$ cat src/mafhd_pkg.sv
// Package for the MPEG audio / ADTS frame header decoder.
// Holds payload structs, status codes, lookup tables and queue entry type.
// No dependencies.
`default_nettype none

package mafhd_pkg;

  localparam int NUMER_W = 26;
  localparam int RATE_W  = 17;
  localparam int LEN_W   = 13;
  localparam int CFG_IDX_W = 2;

  typedef struct packed {
    logic [55:0] header_bytes;
    logic [15:0] bytes_available;
  } in_item_t;

  typedef struct packed {
    logic [1:0]        status;
    logic [LEN_W-1:0]  frame_length;
    logic [3:0]        header_length;
    logic [12:0]       frame_samples;
    logic [RATE_W-1:0] sample_rate;
    logic              rate_changed;
  } out_item_t;

  typedef enum logic [1:0] {
    ST_OK      = 2'd0,
    ST_MORE    = 2'd1,
    ST_INVALID = 2'd2,
    ST_NOSYNC  = 2'd3
  } status_t;

  typedef enum logic [CFG_IDX_W-1:0] {
    CFG_STREAM_KIND = 2'd0,
    CFG_SYNC_MASK   = 2'd1,
    CFG_SYNC_MATCH  = 2'd2
  } cfg_idx_t;

  typedef struct packed {
    logic        stream_kind;
    logic [31:0] sync_mask;
    logic [31:0] sync_match;
  } cfg_t;

  typedef enum logic [1:0] {
    KIND_NOSYNC = 2'd0,
    KIND_ADTS   = 2'd1,
    KIND_MPEG   = 2'd2
  } kind_t;

  typedef enum logic [1:0] {
    BK_IDLE = 2'd0,
    BK_DIV  = 2'd1,
    BK_FIN  = 2'd2
  } bk_state_t;

  // classified header, front to back
  typedef struct packed {
    kind_t              kind;
    logic               need_div;
    logic               layer1;
    logic               pad;
    logic [NUMER_W-1:0] numer;
    logic [RATE_W-1:0]  rate;
    logic [LEN_W-1:0]   adts_len;
    logic [3:0]         hlen;
    logic [12:0]        samples;
    logic [15:0]        avail;
  } entry_t;

  localparam logic [1:0] LAYER_I   = 2'd3;
  localparam logic [1:0] LAYER_II  = 2'd2;
  localparam logic [1:0] LAYER_III = 2'd1;
  localparam logic [1:0] VER_1     = 2'd3;

  localparam logic [8:0] BR_V1_L1 [16] = '{
    9'd0, 9'd32, 9'd64, 9'd96, 9'd128, 9'd160, 9'd192, 9'd224,
    9'd256, 9'd288, 9'd320, 9'd352, 9'd384, 9'd416, 9'd448, 9'd0};
  localparam logic [8:0] BR_V1_L2 [16] = '{
    9'd0, 9'd32, 9'd48, 9'd56, 9'd64, 9'd80, 9'd96, 9'd112,
    9'd128, 9'd160, 9'd192, 9'd224, 9'd256, 9'd320, 9'd384, 9'd0};
  localparam logic [8:0] BR_V1_L3 [16] = '{
    9'd0, 9'd32, 9'd40, 9'd48, 9'd56, 9'd64, 9'd80, 9'd96,
    9'd112, 9'd128, 9'd160, 9'd192, 9'd224, 9'd256, 9'd320, 9'd0};
  localparam logic [8:0] BR_V2_L1 [16] = '{
    9'd0, 9'd32, 9'd48, 9'd56, 9'd64, 9'd80, 9'd96, 9'd112,
    9'd128, 9'd144, 9'd160, 9'd176, 9'd192, 9'd224, 9'd256, 9'd0};
  localparam logic [8:0] BR_V2_L23 [16] = '{
    9'd0, 9'd8, 9'd16, 9'd24, 9'd32, 9'd40, 9'd48, 9'd56,
    9'd64, 9'd80, 9'd96, 9'd112, 9'd128, 9'd144, 9'd160, 9'd0};

  localparam logic [RATE_W-1:0] ADTS_RATES [16] = '{
    17'd96000, 17'd88200, 17'd64000, 17'd48000, 17'd44100, 17'd32000,
    17'd24000, 17'd22050, 17'd16000, 17'd12000, 17'd11025, 17'd8000,
    17'd0, 17'd0, 17'd0, 17'd0};

  // index {rate code, version}
  localparam logic [RATE_W-1:0] MPA_RATES [16] = '{
    17'd11025, 17'd0, 17'd22050, 17'd44100,
    17'd12000, 17'd0, 17'd24000, 17'd48000,
    17'd8000,  17'd0, 17'd16000, 17'd32000,
    17'd0,     17'd0, 17'd0,     17'd0};

  // index {version, layer code}
  localparam logic [12:0] MPA_SAMPLES [16] = '{
    13'd0, 13'd576,  13'd1152, 13'd384,
    13'd0, 13'd0,    13'd0,    13'd0,
    13'd0, 13'd576,  13'd1152, 13'd384,
    13'd0, 13'd1152, 13'd1152, 13'd384};

  function automatic logic [8:0] mpa_kbps(input logic [1:0] ver, input logic [1:0] layer,
                                          input logic [3:0] code);
    logic [8:0] k;
    k = 9'd0;
    if (ver == VER_1) begin
      case (layer)
        LAYER_I:   k = BR_V1_L1[code];
        LAYER_II:  k = BR_V1_L2[code];
        LAYER_III: k = BR_V1_L3[code];
        default:   k = 9'd0;
      endcase
    end else if (layer == LAYER_I) begin
      k = BR_V2_L1[code];
    end else begin
      k = BR_V2_L23[code];
    end
    return k;
  endfunction

endpackage

`default_nettype wire

$ cat src/mafhd_front.sv
// Front end: sync check and header classification into a queue entry.
// Depends on mafhd_pkg (tables, entry_t).
`default_nettype none

module mafhd_front import mafhd_pkg::*; (
  input  in_item_t in_data,
  input  cfg_t     cfg,
  output entry_t   entry
);

  logic [31:0] first;
  logic [7:0]  b1, b2, b3, b4, b5, b6;
  logic        nosync;
  logic [1:0]  ver, layer;
  logic [8:0]  kbps;
  logic [RATE_W-1:0] mrate;
  logic [12:0] msamples;
  logic [17:0] coef;
  logic [26:0] prod;
  logic [2:0]  blocks;

  always_comb begin
    first = in_data.header_bytes[55:24];
    b1 = in_data.header_bytes[47:40];
    b2 = in_data.header_bytes[39:32];
    b3 = in_data.header_bytes[31:24];
    b4 = in_data.header_bytes[23:16];
    b5 = in_data.header_bytes[15:8];
    b6 = in_data.header_bytes[7:0];
    nosync = (cfg.sync_mask == 32'd0) || ((first & cfg.sync_mask) != cfg.sync_match);

    ver      = b1[4:3];
    layer    = b1[2:1];
    kbps     = mpa_kbps(ver, layer, b2[7:4]);
    mrate    = MPA_RATES[{b2[3:2], ver}];
    msamples = MPA_SAMPLES[{ver, layer}];
    if (layer == LAYER_I)         coef = 18'd12000;
    else if (msamples == 13'd1152) coef = 18'd144000;
    else                          coef = 18'd72000;
    prod   = {18'd0, kbps} * {9'd0, coef};
    blocks = {1'b0, b6[1:0]} + 3'd1;

    entry.avail    = in_data.bytes_available;
    entry.adts_len = {b3[1:0], b4, b5[7:5]};
    entry.numer    = prod[NUMER_W-1:0];
    entry.pad      = b2[1];
    entry.layer1   = (layer == LAYER_I);
    if (nosync) begin
      entry.kind     = KIND_NOSYNC;
      entry.need_div = 1'b0;
      entry.rate     = '0;
      entry.hlen     = 4'd0;
      entry.samples  = 13'd0;
    end else if (cfg.stream_kind) begin
      entry.kind     = KIND_ADTS;
      entry.need_div = 1'b0;
      entry.rate     = ADTS_RATES[b2[5:2]];
      entry.hlen     = b1[0] ? 4'd7 : 4'd9;
      entry.samples  = {blocks, 10'd0};
    end else begin
      entry.kind     = KIND_MPEG;
      entry.need_div = (mrate != '0) && (kbps != 9'd0) && (msamples != 13'd0);
      entry.rate     = mrate;
      entry.hlen     = b1[0] ? 4'd4 : 4'd6;
      entry.samples  = msamples;
    end
  end

endmodule

`default_nettype wire

$ cat src/mafhd_fifo.sv
// Two-entry queue of classified headers between front and back.
// Depends on mafhd_pkg (entry_t).
`default_nettype none

module mafhd_fifo import mafhd_pkg::*; (
  input  logic   clk,
  input  logic   rst_n,
  input  logic   push,
  input  entry_t wr_entry,
  output logic   full,
  input  logic   pop,
  output logic   not_empty,
  output entry_t rd_entry
);

  entry_t     mem_r [2];
  logic       wr_ptr_r, wr_ptr_nxt;
  logic       rd_ptr_r, rd_ptr_nxt;
  logic [1:0] count_r, count_nxt;

  always_comb begin
    full       = (count_r == 2'd2);
    not_empty  = (count_r != 2'd0);
    rd_entry   = mem_r[rd_ptr_r];
    wr_ptr_nxt = push ? ~wr_ptr_r : wr_ptr_r;
    rd_ptr_nxt = pop ? ~rd_ptr_r : rd_ptr_r;
    count_nxt  = count_r + {1'b0, push} - {1'b0, pop};
  end

  always_ff @(posedge clk) begin
    if (!rst_n) begin
      wr_ptr_r <= 1'b0;
      rd_ptr_r <= 1'b0;
      count_r  <= 2'd0;
    end else begin
      wr_ptr_r <= wr_ptr_nxt;
      rd_ptr_r <= rd_ptr_nxt;
      count_r  <= count_nxt;
    end
  end

  always_ff @(posedge clk) begin
    if (push) mem_r[wr_ptr_r] <= wr_entry;
  end

endmodule

`default_nettype wire

$ cat src/mafhd_back.sv
// Back end: serial length divide, status, sample rate tracking, result register.
// Depends on mafhd_pkg (entry_t, out_item_t, bk_state_t).
`default_nettype none

module mafhd_back import mafhd_pkg::*; (
  input  logic      clk,
  input  logic      rst_n,
  input  logic      q_not_empty,
  input  entry_t    q_entry,
  output logic      q_pop,
  output logic      out_valid,
  input  logic      out_stall,
  output out_item_t out_data
);

  localparam int CNT_W = $clog2(NUMER_W);
  localparam logic [CNT_W-1:0] CNT_LAST = CNT_W'(NUMER_W - 1);

  bk_state_t          state_r, state_nxt;
  entry_t             e_r;
  logic [NUMER_W-1:0] quo_r, quo_nxt;
  logic [RATE_W-1:0]  rem_r, rem_nxt;
  logic [CNT_W-1:0]   cnt_r, cnt_nxt;
  logic [RATE_W-1:0]  cur_rate_r, cur_rate_nxt;
  logic               out_valid_r, out_valid_nxt;
  out_item_t          out_r, out_nxt;

  logic [RATE_W:0]    rem_sh, rem_sub;
  logic               ge;
  logic [LEN_W-1:0]   q_pad, calc_len, len;
  status_t            st;
  logic               upd;

  always_comb begin
    rem_sh  = {rem_r, quo_r[NUMER_W-1]};
    ge      = (rem_sh >= {1'b0, e_r.rate});
    rem_sub = rem_sh - {1'b0, e_r.rate};

    q_pad    = quo_r[LEN_W-1:0] + {{(LEN_W-1){1'b0}}, e_r.pad};
    calc_len = e_r.layer1 ? {q_pad[LEN_W-3:0], 2'b00} : q_pad;
    if (e_r.kind == KIND_ADTS) len = e_r.adts_len;
    else if (e_r.need_div)     len = calc_len;
    else                       len = '0;

    if (e_r.kind == KIND_NOSYNC)            st = ST_NOSYNC;
    else if (len == '0)                     st = ST_INVALID;
    else if (e_r.avail < {3'd0, len})       st = ST_MORE;
    else                                    st = ST_OK;

    case (e_r.kind)
      KIND_MPEG: upd = (e_r.rate != '0) && (e_r.rate != cur_rate_r);
      KIND_ADTS: upd = (st == ST_OK) && (e_r.rate != cur_rate_r);
      default:   upd = 1'b0;
    endcase
  end

  always_comb begin
    state_nxt     = state_r;
    q_pop         = 1'b0;
    quo_nxt       = quo_r;
    rem_nxt       = rem_r;
    cnt_nxt       = cnt_r;
    cur_rate_nxt  = cur_rate_r;
    out_nxt       = out_r;
    out_valid_nxt = out_valid_r && out_stall;
    case (state_r)
      BK_IDLE: begin
        if (q_not_empty && (!out_valid_r || !out_stall)) begin
          q_pop     = 1'b1;
          quo_nxt   = q_entry.numer;
          rem_nxt   = '0;
          cnt_nxt   = '0;
          state_nxt = q_entry.need_div ? BK_DIV : BK_FIN;
        end
      end
      BK_DIV: begin
        quo_nxt = {quo_r[NUMER_W-2:0], ge};
        rem_nxt = ge ? rem_sub[RATE_W-1:0] : rem_sh[RATE_W-1:0];
        cnt_nxt = cnt_r + CNT_W'(1);
        if (cnt_r == CNT_LAST) state_nxt = BK_FIN;
      end
      BK_FIN: begin
        out_valid_nxt         = 1'b1;
        out_nxt.status        = st;
        out_nxt.frame_length  = (st == ST_OK) ? len : '0;
        out_nxt.header_length = e_r.hlen;
        out_nxt.frame_samples = e_r.samples;
        out_nxt.sample_rate   = e_r.rate;
        out_nxt.rate_changed  = upd;
        if (upd) cur_rate_nxt = e_r.rate;
        state_nxt = BK_IDLE;
      end
      default: state_nxt = BK_IDLE;
    endcase
  end

  always_ff @(posedge clk) begin
    if (!rst_n) begin
      state_r     <= BK_IDLE;
      cur_rate_r  <= '0;
      out_valid_r <= 1'b0;
    end else begin
      state_r     <= state_nxt;
      cur_rate_r  <= cur_rate_nxt;
      out_valid_r <= out_valid_nxt;
    end
  end

  always_ff @(posedge clk) begin
    if (q_pop) e_r <= q_entry;
    quo_r <= quo_nxt;
    rem_r <= rem_nxt;
    cnt_r <= cnt_nxt;
    out_r <= out_nxt;
  end

  assign out_valid = out_valid_r;
  assign out_data  = out_r;

endmodule

`default_nettype wire

$ cat src/mpeg_audio_frame_header_decode.sv
// Top level of the MPEG audio / ADTS frame header decoder.
// Depends on mafhd_pkg, mafhd_front, mafhd_fifo, mafhd_back.
//
//   channel | ports                          | direction
//   --------+--------------------------------+----------
//   in      | in_valid, in_stall, in_data    | request in
//   out     | out_valid, out_stall, out_data | request out
//   cfg     | cfg_wr_en, cfg_index, cfg_wdata| write only
//
// In the back end, an MPEG request with a computable length runs through the
// 26-step restoring divider (one quotient bit per cycle); others go from idle
// straight to the finish state. A two-entry queue decouples front and back.
// Synchronous active-low reset clears config, stored rate and the queue.
// in_stall rises only when the queue is full; out_stall holds the result.
`default_nettype none

module mpeg_audio_frame_header_decode import mafhd_pkg::*; (
  input  logic                 clk,
  input  logic                 rst_n,
  input  logic                 in_valid,
  output logic                 in_stall,
  input  in_item_t             in_data,
  output logic                 out_valid,
  input  logic                 out_stall,
  output out_item_t            out_data,
  input  logic                 cfg_wr_en,
  input  logic [CFG_IDX_W-1:0] cfg_index,
  input  logic [31:0]          cfg_wdata
);

  cfg_t   cfg_r, cfg_nxt;
  entry_t f_entry, q_entry;
  logic   q_full, q_not_empty, q_pop, push;

  always_comb begin
    cfg_nxt = cfg_r;
    if (cfg_wr_en) begin
      case (cfg_idx_t'(cfg_index))
        CFG_STREAM_KIND: cfg_nxt.stream_kind = cfg_wdata[0];
        CFG_SYNC_MASK:   cfg_nxt.sync_mask   = cfg_wdata;
        CFG_SYNC_MATCH:  cfg_nxt.sync_match  = cfg_wdata;
        default:         cfg_nxt = cfg_r;
      endcase
    end
  end

  always_ff @(posedge clk) begin
    if (!rst_n) cfg_r <= '0;
    else        cfg_r <= cfg_nxt;
  end

  assign in_stall = q_full;
  assign push     = in_valid && !q_full;

  mafhd_front u_front (
    .in_data (in_data),
    .cfg     (cfg_r),
    .entry   (f_entry)
  );

  mafhd_fifo u_fifo (
    .clk       (clk),
    .rst_n     (rst_n),
    .push      (push),
    .wr_entry  (f_entry),
    .full      (q_full),
    .pop       (q_pop),
    .not_empty (q_not_empty),
    .rd_entry  (q_entry)
  );

  mafhd_back u_back (
    .clk         (clk),
    .rst_n       (rst_n),
    .q_not_empty (q_not_empty),
    .q_entry     (q_entry),
    .q_pop       (q_pop),
    .out_valid   (out_valid),
    .out_stall   (out_stall),
    .out_data    (out_data)
  );

endmodule

`default_nettype wire

$ cat config.mk
export PLATFORM = sky130hd
export DESIGN_NAME = mpeg_audio_frame_header_decode
export DESIGN_NICKNAME = d
export VERILOG_FILES = /design/src/mafhd_pkg.sv /design/src/mafhd_front.sv /design/src/mafhd_fifo.sv /design/src/mafhd_back.sv /design/src/mpeg_audio_frame_header_decode.sv
export SDC_FILE = /design/constraint.sdc
export NUM_CORES = 1
export LEC_CHECK = 0
export BUFFER_PORTS_ARGS = -buffer_cell sky130_fd_sc_hd__buf_2
export CORE_MARGIN = 5
export CORE_UTILIZATION = 30
export DETAILED_ROUTE_END_ITERATION = 10
export GPL_ROUTABILITY_DRIVEN = 0
export MAX_ROUTING_LAYER = met4
export PLACE_DENSITY_LB_ADDON = 0.12
export SYNTH_ARGS = -nofsm -noshare
export SYNTH_HDL_FRONTEND = slang
export SYNTH_SLANG_ARGS = --single-unit
$ cat constraint.sdc
create_clock -name clk -period 19 [get_ports clk]
set_input_delay 0.95 -clock clk [delete_from_list [all_inputs] [get_ports clk]]
set_output_delay 0.95 -clock clk [all_outputs]
set_load 0.02 [all_outputs]
### Yosys cells after proc, flatten, opt, wreduce, memory -nomap -nowiden

Memory sizes are Yosys's and may differ from the RTL's. A register that Yosys moved wholly into a read port is not among the register bits.
Cells that the tools add are included.

* $add $sub $neg: 6
* $mul: 1
* magnitude comparators: 6
* eq/ne operators: 17
* muxes and demuxes: 54
* bitwise gates (word level): 7
* reduce and logical (&&, ||, !) cells: 30

Operator list (number)
* 17-bit 2-to-1 mux: 10
* 9-bit 2-to-1 mux: 12
* 13-bit 2-to-1 mux: 5
* 26-bit one-hot mux with 2 select lines: 1
* 18-bit 2-to-1 mux: 2
* 17-bit one-hot mux with 2 select lines: 1
* 17-bit nonzero test: 2
* 32-bit bitwise AND: 1
* 32-bit zero test: 1
* 32-bit != test: 1
* 9-bit one-hot mux with 3 select lines: 1
* 9-bit by 18-bit multiplier with 26-bit output: 1
* 26-bit 2-to-1 mux: 1
* 5-bit >= comparator (second input constant): 4
* 4-bit NOT with 5-bit output: 4
* 18-bit by 17-bit >= comparator with 1-bit output: 1
* 17-bit != test: 1
* 17-bit subtractor: 1
* 16-bit by 13-bit less-than comparator with 1-bit output: 1
* 2-bit == test (second input constant): 7
* 13-bit by 1-bit adder with 13-bit output: 1
* 13-bit by 11-bit == test with 1-bit output (second input constant): 1
* 13-bit zero test: 1
* 13-bit nonzero test: 1
* 23 further kinds: 59

* register bits: 255
* bits in writable memories: 188
* bits in read-only memories: 1472
* input port bits: 111
* output and inout bits: 52
* memories: 9

Memories
* (no name shown): words 16, bits a word 17, read ports 1, clocked after memory_dff 0, write ports 0, RTL line mafhd_front.sv:35 `mrate = MPA_RATES[{b2[3:2], ver}];`
* (no name shown): words 16, bits a word 17, read ports 1, clocked after memory_dff 0, write ports 0, RTL line mafhd_front.sv:57 `entry.rate = ADTS_RATES[b2[5:2]];`
* (no name shown): words 16, bits a word 13, read ports 1, clocked after memory_dff 0, write ports 0, RTL line mafhd_front.sv:36 `msamples = MPA_SAMPLES[{ver, layer}];`
* u_fifo.mem_r: words 2, bits a word 94, read ports 1, clocked after memory_dff 1, write ports 1, RTL line mafhd_fifo.sv:16 `entry_t mem_r [2];`
* (no name shown): words 16, bits a word 9, read ports 1, clocked after memory_dff 0, write ports 0, RTL line mafhd_pkg.sv:118 `LAYER_I: k = BR_V1_L1[code];`
* (no name shown): words 16, bits a word 9, read ports 1, clocked after memory_dff 0, write ports 0, RTL line mafhd_pkg.sv:119 `LAYER_II: k = BR_V1_L2[code];`
* +3 memories

### Longest topological paths before layout

Gate-level depths: netlist of run 1.

* depth in word-level cells: 12
* gate-level depth with buffers: 27

### Cells and area by module

Synthesis of run 1 repeated with hierarchy kept, for this count alone.

* cell total of the unflattened synthesis: 1915
* area total of the unflattened synthesis: 22796.9 µm²

Modules (own cells, without submodules)
* mafhd_back: instances 1, cells each 704, area an instance 8554.5 µm², sequential area each 5385.2 µm²
* mafhd_fifo: instances 1, cells each 313, area an instance 7021.7 µm², sequential area each 5745.5 µm²
* mafhd_front: instances 1, cells each 648, area an instance 4710.8 µm², sequential area each 0.0 µm²
* mpeg_audio_frame_header_decode: instances 1, cells each 250, area an instance 2509.9 µm², sequential area each 1301.2 µm²

### Worst setup path before layout of run 1

No wires, ideal clock.

* kind: in2reg
* start point: input port out_stall
* end point: register u_back.cnt_r[0] (enable)
* library setup time: 411 ps
* arrival: 6829 ps
* data required time: 18589 ps
* slack: 11759 ps
* stages: 4
* path buffers: 0
* cells stage by stage: nand2_1 o21ai_0 nor3_1 nand2b_1

* word-level cells in the longest chain between the ends: 5

RTL lines
* start: declaration: RTL line mpeg_audio_frame_header_decode.sv:24 `input logic out_stall,`
* 1-bit zero test: RTL line mafhd_back.sv:68 `if (q_not_empty && (!out_valid_r || !out_stall)) begin`
* 1-bit logical OR: RTL line mafhd_back.sv:68
* 1-bit logical AND: RTL line mafhd_back.sv:68
* 2-bit by 1-bit != test with 1-bit output (no source line)
* 2-bit AND reduction (no source line)
* end signal: assignment: RTL line mafhd_back.sv:113 `cnt_r <= cnt_nxt;`
* end: declaration: RTL line mafhd_back.sv:23 `logic [CNT_W-1:0] cnt_r, cnt_nxt;`

Every way passes these cells.
A chain may end at the register's enable or synchronous reset.

==> results.md, run 1 <==
* Outcome: completed
* Synthesis-stage register bit count at 392
* Register area share after synthesis at 54.19%
* Crit-path max cell delay at 0.53 ns
* Die H at 268.7 µm
* Cell count after synthesis at 1795
* Num rows at 94
* Fill cells at 6657
* Max-Cap Viols at 0
* First-pass GRT wire length at 79590 µm
* Remaining DRCs at 0
* CTS H-tree depth at 2
* Total negative slack at 0 ns
* Vias/cell at 4.822
* Number of global-route vias before repair at 13670
* Synth cell types at 88
* CTS max path bufs at 3
* Crit path DAT at 7.62 ns
* Syn avg cell area at 11.18 µm²
* Final Cycle Share at 38.53%
* Area share of and/or/nand/nor cells after synthesis at 13.05%
* All-Layer GR Usage at 14.44%
* Xor/xnor share of the synthesized area at 3.795%
* Initial antenna violation count at 5
* Hold Path Class: register to register
* Post-synth EDFFs at 303
* Compound-Gate Fraction of Synth Area at 9.685%
* TritonCTS clock tree: done
* Crit path launch type: primary input
* Die ar. at 72200 µm²
* Ys Warns at 0
* Reg area at 10880 µm²
* Hold_ws at 0.4145 ns
* Hold-fix buffers, CTS at 0
* Total wire length at 51780 µm
* Worst Tran Pin Value at 1.147 ns
* Clock Skew at 0.02066 ns
* Final hold vios at 0
* Post CTS Setup Buffer Count at 0
* CP top delay family: adder cells
* Port Buf Inserts at 145
* Share of post-route cells with drive strength above 1 at 16.83%
* Final count of negative-setup-slack endpoints at 0
* Critical Path RT at 19.30 ns
* Post-synthesis mux area share at 5.353%
* Initial Util at 30.37%
* Synth Area in Adders at 9.934%
* Slew margin rel. at 23.55%
* Top Ports at 163
* Minimum clock period at 7.320 ns
* CTS buffer count at 46
* Drt wl/cell at 18.31 µm
* Peak VDD IR at 0.00007386 V
* PwrDens at 147.3 nW/µm²
* # clock sinks at 392
* GRT overflow at 0
* Crit Path Max Fanout at 21
* DR vias at 13636
* Iter 0 DRT Violations at 883
* Buf+Inv Stages, Crit Path at 4
* Area grow syn2layout at 15.60%
* Primary FF master, synth: edfxtp_1
* Worst-Skew Late Latency at 0.58 ns
* Largest net degree at the start of global routing at 73
* Post-Syn Area at 20080 µm²
* Core area at 66100 µm²
* Fraction of registers with async set or reset after synthesis at 0%
* Largest family of logic cells by synthesized area: simple AND/OR/NAND/NOR gates
* Post-CTS resize count at 0
* Fmax at 136.6 MHz
* Slowest stage cell, crit path: fa_1
* Placed wire-length estimate at 36210 µm
* Detail Route Antenna Nets at 0
* CP endpoint kind: register
* Final Max Tran Viols at 0
* # nets final at 2175
* Multi-input logic area at 8448 µm²
* Pre-antenna DRT Iters at 5
* Critical path type: primary input to register
* P_leak at 0.008875 µW
* Clock Tree Root: clkbuf_16
* RSZ-0062 raised after global routing: false
* Chip width at 268.7 µm
* Reg clk slew, reported paths at 0.06 ns
[cell type report]
cell class	count	area share, %
antenna	3	0.03235
clock inverter	30	1.450
multi-input combinational	1212	36.40
tap	864	4.658
timing repair buffer	162	3.677
inverter	111	1.795
sequential	392	46.90
clock buffer	54	5.089
[worst register-to-register path: stages, from the launching register on]
cell	delay, ns
edfxtp_1	0.37
inv_1	0.17
ha_1	0.70
or2b_2	0.31
nor2_2	0.10
a222oi_1	0.65
ha_1	0.27
a21oi_1	0.06
o21ai_0	0.46
nor4_4	0.13
nor4_4	0.34
o21ai_2	0.13
a21oi_4	0.62
mux2i_1	0.28
[cell usage after synthesis, types with 13 or more instances]
library cell / instances / area share, %
edfxtp_1: 303 / 45
nand2_1: 266 / 5.0
a21oi_1: 134 / 3.3
inv_1: 107 / 2.0
ha_1: 105 / 6.5
nor2_1: 99 / 1.9
dfxtp_1: 89 / 8.9
o21ai_0: 63 / 1.6
xor2_1: 62 / 2.7
mux2_2: 59 / 3.3
clkbuf_1: 55 / 1.0
mux2i_1: 41 / 2.0
fa_1: 34 / 3.4
nand3_1: 34 / 0.85
nor3_1: 34 / 0.85
xnor2_1: 25 / 1.1
nor4_1: 19 / 0.59
and2_1: 16 / 0.50
nand4_1: 15 / 0.47
a211oi_1: 13 / 0.49
a31oi_1: 13 / 0.41
[cells by family after synthesis]
| group | after synthesis |
|---|---|
| compound gates | 317 |
| xor+xnor | 87 |
| fa+ha+maj | 139 |
| buf+inv | 196 |
| flops | 392 |
| mux | 100 |
| other cells | 1 |
| simple gates | 563 |
[through the flow]
step           cells  worst slack (ns)  utilization (%)  power, µW  area, µm²
2_1_floorplan   1800             11.76                -       2198      20100
3_3_place_gp    2741             11.10            32.80       2538      21680
3_5_place_dp    2741             11.09            32.80       2550      21680
4_1_cts         2825             11.68            35.10       3470      23200
5_1_grt         2828             11.18            35.11       3652      23210
6_report        2828             11.68            35.11       3419      23210
[final timing paths]
kind                                      from                     to  slack (ns)  cells after the start
worst max-delay path               in_data[52]    u_fifo.mem_r[0][87]       11.68                     26
worst min-delay path            u_back.e_r[27]    u_back.out_data[29]        0.41                      0
worst max register to register  u_back.e_r[93]  u_back.cur_rate_r[15]       14.34                     13
worst min register to register  u_back.e_r[27]    u_back.out_data[29]        0.41                      0
[state kept, by name, summed over array words and instances, names as in the netlist, 2 cells and up, named ones only]
register and cells:
u_back.quo_r 26, u_back.state_r 2, cfg_r 65, u_fifo.count_r 2
u_back.cnt_r 5, u_back.rem_r 17, u_back.out_data 42, u_fifo.mem_r 154
u_back.e_r 59, u_back.cur_rate_r 16
[power breakdown]
group          internal, µW  switching, µW  total, µW
Combinational           420            712       1130
Clock                   539            357        896
Sequential             1240            149       1390
Total                  2200           1220       3420
[cell usage in the layout (no fill, tap or decap), types with 25 or more instances in the layout]
cell type	netlist	layout
inv_1	107	106
clkbuf_16	0	46
mux2i_1	41	41
dfxtp_1	89	88
o21ai_0	63	63
buf_2	7	145
fa_1	34	34
nand3_1	34	34
nor3_1	34	33
xnor2_1	25	25
xor2_1	62	62
edfxtp_1	303	303
a21oi_1	134	134
ha_1	105	105
mux2_2	59	59
nor2_1	99	97
nand2_1	266	266
[routing by layer]
layer / track usage, % / wire length [µm] / vias to the layer above
met2: 22.37 / 23860 / 280
met5: - / 0 / -
met3: 2.455 / 2333 / 89
met4: 4.269 / 1326 / 0
met1: 19.62 / 24260 / 6604
li1: - / - / 6663
Power figures use the tool's default switching activity.
==> run 2: changes to the inputs <==
ABC_AREA = 1   (was unset)
clock period = 6.59 ns   (was 19 ns; I/O delays follow)
==> run 2 against run 1 <==
Combinational power grew to 3.1 times the previous value. Final area up 2.9%. Sequential share of layout area decreased by 1.3 points. Clock power increased to 3.0 times the previous value. Via count increased by 4.9%. First-iteration DRC count is 27% higher. Clock skew shrank 0.0045 ns. Critical path type unchanged.
==> results.md, run 2 <==
* Worst reg2reg path startpoint: u_back.e_r[93]
* GRT overflow at 0
* Pre-antenna DRT Iters at 5
* Post-Syn Area at 20070 µm²
* Reg clk slew, reported paths at 0.06 ns
* Clock Tree Root: clkbuf_16
* Number of global-route vias before repair at 14369
* Max reg flops at 154
* Hold Startpoint: cfg_wdata[31]
* P_int at 6472 µW
* P_leak at 0.009879 µW
* Die ar. at 72170 µm²
* Worst-Skew Late Latency at 0.56 ns
* Initial Util at 30.36%
* First-pass GRT wire length at 81240 µm
* Post-route insts no fill at 3085
* Placed inst area at 21810 µm²
* CP endpoint kind: register
* Outcome: completed
* Reg area at 10880 µm²
* Largest net degree at the start of global routing at 67
* Fill cells at 6637
* Final Max Tran Viols at 0
* Synth top area share at 45.34%
* Total wire length at 52030 µm
* Synth cell types at 62
* Hold Path End: cfg_r[31]
* Die H at 268.6 µm
* Register area share after synthesis at 54.21%
* Yosys top cell by area: edfxtp_1
* Crit path launch type: primary input
* Initial antenna violation count at 6
* # nets final at 2431
* Clock power share at 26.1%
* Fin area at 23890 µm²
* Worst setup margin at 0.8948 ns
* Total negative slack at 0 ns
* DR vias at 14309
* Sequential power share at 39.5%
* Worst slack, placed at 0.3053 ns
* Final hold vios at 0
* Hold Path Class: primary input to register
* Fmax at 175.6 MHz
* Max-Cap Viols at 0
* Placed cell count at 2947
* All-Layer GR Usage at 14.58%
* Most common cell in the netlist: edfxtp_1
* Critical Path RT at 6.90 ns
* Commonest non-fill, non-tap cell in the layout: edfxtp_1
* Worst Tran Pin Value at 1.140 ns
* Top Ports at 163
* Final Cycle Share at 86.42%
* Multi-input logic area at 7998 µm²
* Num rows at 94
* Port Buf Inserts at 145
* Final count of negative-setup-slack endpoints at 0
* Synth top area cells: edfxtp_1, dfxtp_1, ha_1
* Highest-count cells in the layout ignoring fill and taps: edfxtp_1, nor2_1, nand2_1, inv_1, o21ai_0
* CTS H-tree depth at 2
* Biggest regs: u_fifo.mem_r: 154 flops, cfg_r: 65 flops, u_back.e_r: 59 flops
* Worst R2R Setup Slack at 2.61 ns
* Endpoint of the worst register-to-register path: u_back.cur_rate_r[2]
* Net Sw Power at 3687 µW
* Post-Route Utilization at 36.14%
* Core area at 66100 µm²
* Fraction of registers with async set or reset after synthesis at 0%
* Slew margin rel. at 23.57%
* Vias/cell at 4.638
* RSZ-0062 raised after global routing: false
* Ys Warns at 0
* Commonest cells post-synth: edfxtp_1, nor2_1, nand2_1
* Crit Path Max Fanout at 9
* Synthesis-stage register bit count at 392
* Critical path type: primary input to register
* Share of post-route cells with drive strength above 1 at 14.98%
* R2R depth at 21
* Largest register by flop count: u_fifo.mem_r
* Peak VDD IR at 0.0002063 V
* Drt wl/cell at 16.86 µm
* CTS max path bufs at 3
* Minimum clock period at 5.695 ns
* Switching part of the total at 36.30%
* Placed wire-length estimate at 36680 µm
* Hold path cells at 3
* Iter 0 DRT Violations at 1121
* Detail Route Antenna Nets at 0
* Crit path DAT at 6.01 ns
* PwrDens at 425.3 nW/µm²
* Gate power share at 34.4%
* # clock sinks at 392
* CTS buffer count at 46
* Syn avg cell area at 10.14 µm²
* Remaining DRCs at 0
* TritonCTS clock tree: done
* Post-synth EDFFs at 303
* Cell count after synthesis at 1979
* Chip width at 268.6 µm
* Primary FF master, synth: edfxtp_1
* Area grow syn2layout at 19.02%
* Clock Skew at 0.01621 ns
-- run 2: changes by cell type in the layout (fill, tap and decap cells not counted), sizes merged, moves of 15 or more --
| cell | previous run | this run |
|---|---|---|
| nor2 | 102 | 294 |
| xor2 | 62 | 39 |
| a21oi | 136 | 68 |
| dlygate4sd3 | 0 | 50 |
| nor3 | 34 | 11 |
| mux2i | 41 | 1 |
| inv | 109 | 242 |
| o21ai | 69 | 160 |
| nand3 | 36 | 64 |
| and2 | 16 | 1 |
| nand4 | 17 | 35 |
-- run 2: worst max-delay path by stage --
stage | slack (ns) | start | endpoint
after floorplan | 0.78 | in_data[53] | u_fifo.mem_r[0][87]
after global placement | 0.28 | in_data[52] | u_fifo.mem_r[0][87]
after detailed placement | 0.31 | in_data[52] | u_fifo.mem_r[1][87]
after CTS | 0.91 | in_data[52] | u_fifo.mem_r[1][87]
after global routing | 0.34 | in_data[52] | u_fifo.mem_r[0][87]
final | 0.89 | in_data[52] | u_fifo.mem_r[1][87]
-- run 2: what timing repair did --
action / 4_1_cts / 5_1_grt
hold buffers: 50 / 0
resized for setup: 0 / 0
endpoints found under the hold margin: 96 / 0
setup buffers: 0 / 0
-- run 2: routing by layer --
metal / wire (µm) / vias up / part of all wire [%] / global-route usage (%)
met5: 0 / - / 0 / -
met2: 23530 / 309 / 45 / 22.60
met1: 25120 / 6839 / 48 / 20.24
met4: 1045 / 0 / 2.0 / 3.539
met3: 2326 / 60 / 4.5 / 2.318
li1: - / 7101 / - / -
-- run 2: cells by family after synthesis --
family                     after synthesis  share of synthesized area, %
AOI/OAI and AO/OA                      291                         8.074
xor gates and xnor gates                69                         3.011
adders and majority gates              139                         9.938
buffers and inverters                  320                         6.272
DFF                                    392                         54.21
muxes                                   59                         3.304
other                                    1                       0.01869
and+or+nand+nor                        708                         15.17
-- run 2: final cells by class --
class,count,area share (%)
sequential,392,45.57
multi-input combinational,1272,33.48
timing repair buffer,220,5.919
clock buffer,55,5.002
tap,864,4.526
inverter,249,3.913
clock inverter,28,1.540
antenna,5,0.05238
-- run 2: stage by stage --
stage | hold slack (ns) | power, µW
finish | 0.03070 | 10160
global route | 0.02028 | 10910
CTS | 0.0009868 | 10350
detailed placement | 0.4071 | 7596
global placement | 0.4037 | 7574
floorplan | 0.4003 | 6508
-- run 2: power groups by stage --
stage | registers [µW] | logic, µW | clock network [µW]
detailed placement | 4070 | 3520 | 0
CTS | 4030 | 3570 | 2750
floorplan | 4030 | 2480 | 0
global route | 4090 | 3970 | 2850
finish | 4020 | 3490 | 2650
global placement | 4070 | 3500 | 0
-- run 2: worst max-delay path, cell delays in order --
cell and delay [ns]:
buf_2 0.23, inv_1 0.18, ha_1 0.25, o21ai_0 0.32, nor2_1 0.09, a41oi_1 0.18
o311ai_0 0.16, nand2_1 0.08, nand2_1 0.05, inv_1 0.20, nor2_1 0.10, inv_1 0.09
fa_1 0.44, fa_1 0.50, fa_1 0.55, inv_1 0.04, ha_1 0.29, inv_1 0.06
fa_1 0.46, o21ai_0 0.32, a21oi_1 0.15, o21bai_1 0.17, a21oi_1 0.11, o21ai_0 0.26
nand2_1 0.08, nand2_1 0.08, a21oi_1 0.07, xnor2_1 0.13
==> run 3: changes to the inputs <==
CORE_UTILIZATION = 35   (was 30)
clock period = 5.5 ns   (was 6.59 ns; I/O delays follow)
==> run 3 against run 2 <==
Register-to-register slack worse by 1.1 ns. Wire length is 4.7% lower. Total power is 17% higher. Critical path type unchanged. Global-route usage is 1.6 points higher. Final area is 0.95% higher. Largest power group unchanged. Critical path depth is 1 lower.
==> results.md, run 3 (synthesized netlist as in run 2, its figures left out) <==
* First-pass GRT wire length at 79420 µm
* Top Ports at 163
* Max-Cap Viols at 0
* P_leak at 0.01012 µW
* Initial Util at 35.46%
* Final Cycle Share at 91.78%
* Port Buf Inserts at 145
* Total wire length at 49580 µm
* All-Layer GR Usage at 16.19%
* Commonest non-fill, non-tap cell in the layout: edfxtp_1
* # clock sinks at 392
* Post-CTS resize count at 0
* Hold Path Class: primary input to register
* Detail Route Antenna Nets at 0
* Drt wl/cell at 16.32 µm
* GRT overflow at 0
* TritonCTS clock tree: done
* Critical Path RT at 5.82 ns
* # nets final at 2495
* Max reg flops at 154
* Core area at 56600 µm²
* Die ar. at 62230 µm²
* Post-route insts no fill at 3038
* Placed wire-length estimate at 35630 µm
* Die H at 249.5 µm
* Biggest regs: u_fifo.mem_r: 154 flops, cfg_r: 65 flops, u_back.e_r: 59 flops
* CP endpoint kind: register
* Num rows at 87
* Crit path launch type: primary input
* Largest register by flop count: u_fifo.mem_r
* Slew margin rel. at 19.93%
* Final Max Tran Viols at 0
* CTS max path bufs at 3
* Largest net degree at the start of global routing at 62
* Share of post-route cells with drive strength above 1 at 16.76%
* Initial antenna violation count at 3
* Post CTS Setup Buffer Count at 0
* Final count of negative-setup-slack endpoints at 0
* Clock Tree Root: clkbuf_16
* Iter 0 DRT Violations at 818
* Fmax at 198.1 MHz
* Minimum clock period at 5.048 ns
* CTS buffer count at 45
* Outcome: completed
* DR vias at 14484
* CTS H-tree depth at 2
* Critical path type: primary input to register
* PwrDens at 492.4 nW/µm²
* Hold_ws at 0.03646 ns
* Worst Tran Pin Value at 1.200 ns
* Clock Skew at 0.02518 ns
* Crit path DAT at 5.37 ns
* RSZ-0062 raised after global routing: false
* Peak VDD IR at 0.0002706 V
* Vias/cell at 4.768
* Crit Path Max Fanout at 4
* Reg clk slew, reported paths at 0.06 ns
* Pre-antenna DRT Iters at 5
* Placed cell count at 2892
* Worst-Skew Late Latency at 0.58 ns
* Number of global-route vias before repair at 14453
* Chip width at 249.5 µm
* Final hold vios at 0
* Highest-count cells in the layout ignoring fill and taps: edfxtp_1, nor2_1, nand2_1, inv_1, o21ai_0
* Area grow syn2layout at 20.15%
* Remaining DRCs at 0
run 3: changes by cell type in the layout (fill, tap and decap cells not counted), moves of 3 or more:
cell,before,now
dlygate4sd3_1,50,62
clkbuf_8,1,4
bufinv_16,9,2
clkinv_1,18,15
buf_4,25,78
clkbuf_1,8,14
run 3: worst max-delay path: stages:
cell and delay (ns):
buf_2 0.10, inv_1 0.09, ha_1 0.33, nand2_1 0.07
a21oi_1 0.06, o311ai_0 0.43, nand2_1 0.09, nand2_1 0.10
inv_1 0.10, nor2_2 0.11, inv_1 0.06, fa_1 0.46
fa_1 0.55, fa_1 0.55, inv_1 0.04, ha_1 0.28
inv_1 0.06, fa_1 0.44, o21ai_1 0.22, a21oi_1 0.12
o21bai_1 0.16, a21oi_1 0.10, o21ai_0 0.21, nand2_1 0.08
nand2_1 0.07, a21oi_1 0.07, xnor2_1 0.14
run 3: worst paths after layout:
check                 start                     to  slack [ns]  cells after the start
min reg2reg  u_back.e_r[28]    u_back.out_data[30]        0.42                      0
max             in_data[52]    u_fifo.mem_r[0][87]        0.45                     27
min               out_stall       u_back.out_valid        0.04                      3
max reg2reg  u_back.e_r[93]  u_back.cur_rate_r[10]        1.48                     23
run 3: metrics by stage:
step | TNS (ns) | cell area (µm²) | util, % | total power [µW] | worst slack, ns
6_report | 0 | 24110 | 42.60 | 11870 | 0.4523
4_1_cts | 0 | 24110 | 42.59 | 12050 | 0.5053
3_3_place_gp | -0.1942 | 22080 | 39.01 | 9042 | -0.09711
2_1_floorplan | 0 | 20100 | - | 7799 | 0.01367
5_1_grt | 0 | 24110 | 42.60 | 12760 | 0.08443
3_5_place_dp | -0.2653 | 22080 | 39.01 | 9087 | -0.1156
run 3: area by class of cell:
class | count | area (µm²)
antenna | 3 | 7.507
clock buffer | 64 | 1259
clock inverter | 17 | 145.1
fill | 5507 | 32490
inverter | 249 | 934.6
multi-input combinational | 1272 | 8005
sequential | 392 | 10880
tap | 756 | 945.9
timing repair buffer | 285 | 1932
run 3: repair_timing:
action,4_1_cts,5_1_grt
endpoints found under the setup margin,0,0
hold endpoints to repair,125,0
hold buffers,62,0
run 3: per-layer routing:
layer / global-route usage [%] / vias up / share of wire, % / routed length (µm)
met3: 3.071 / 67 / 5.1 / 2510
met5: - / - / 0 / 0
li1: - / 7214 / - / -
met2: 25.85 / 309 / 47 / 23080
met4: 3.841 / 0 / 1.9 / 960
met1: 21.59 / 6894 / 46 / 23020
run 3: report_power, final:
group	total [µW]	switching, µW	internal, µW
Combinational	4200	2700	1510
Clock	2860	1180	1680
Sequential	4810	452	4350
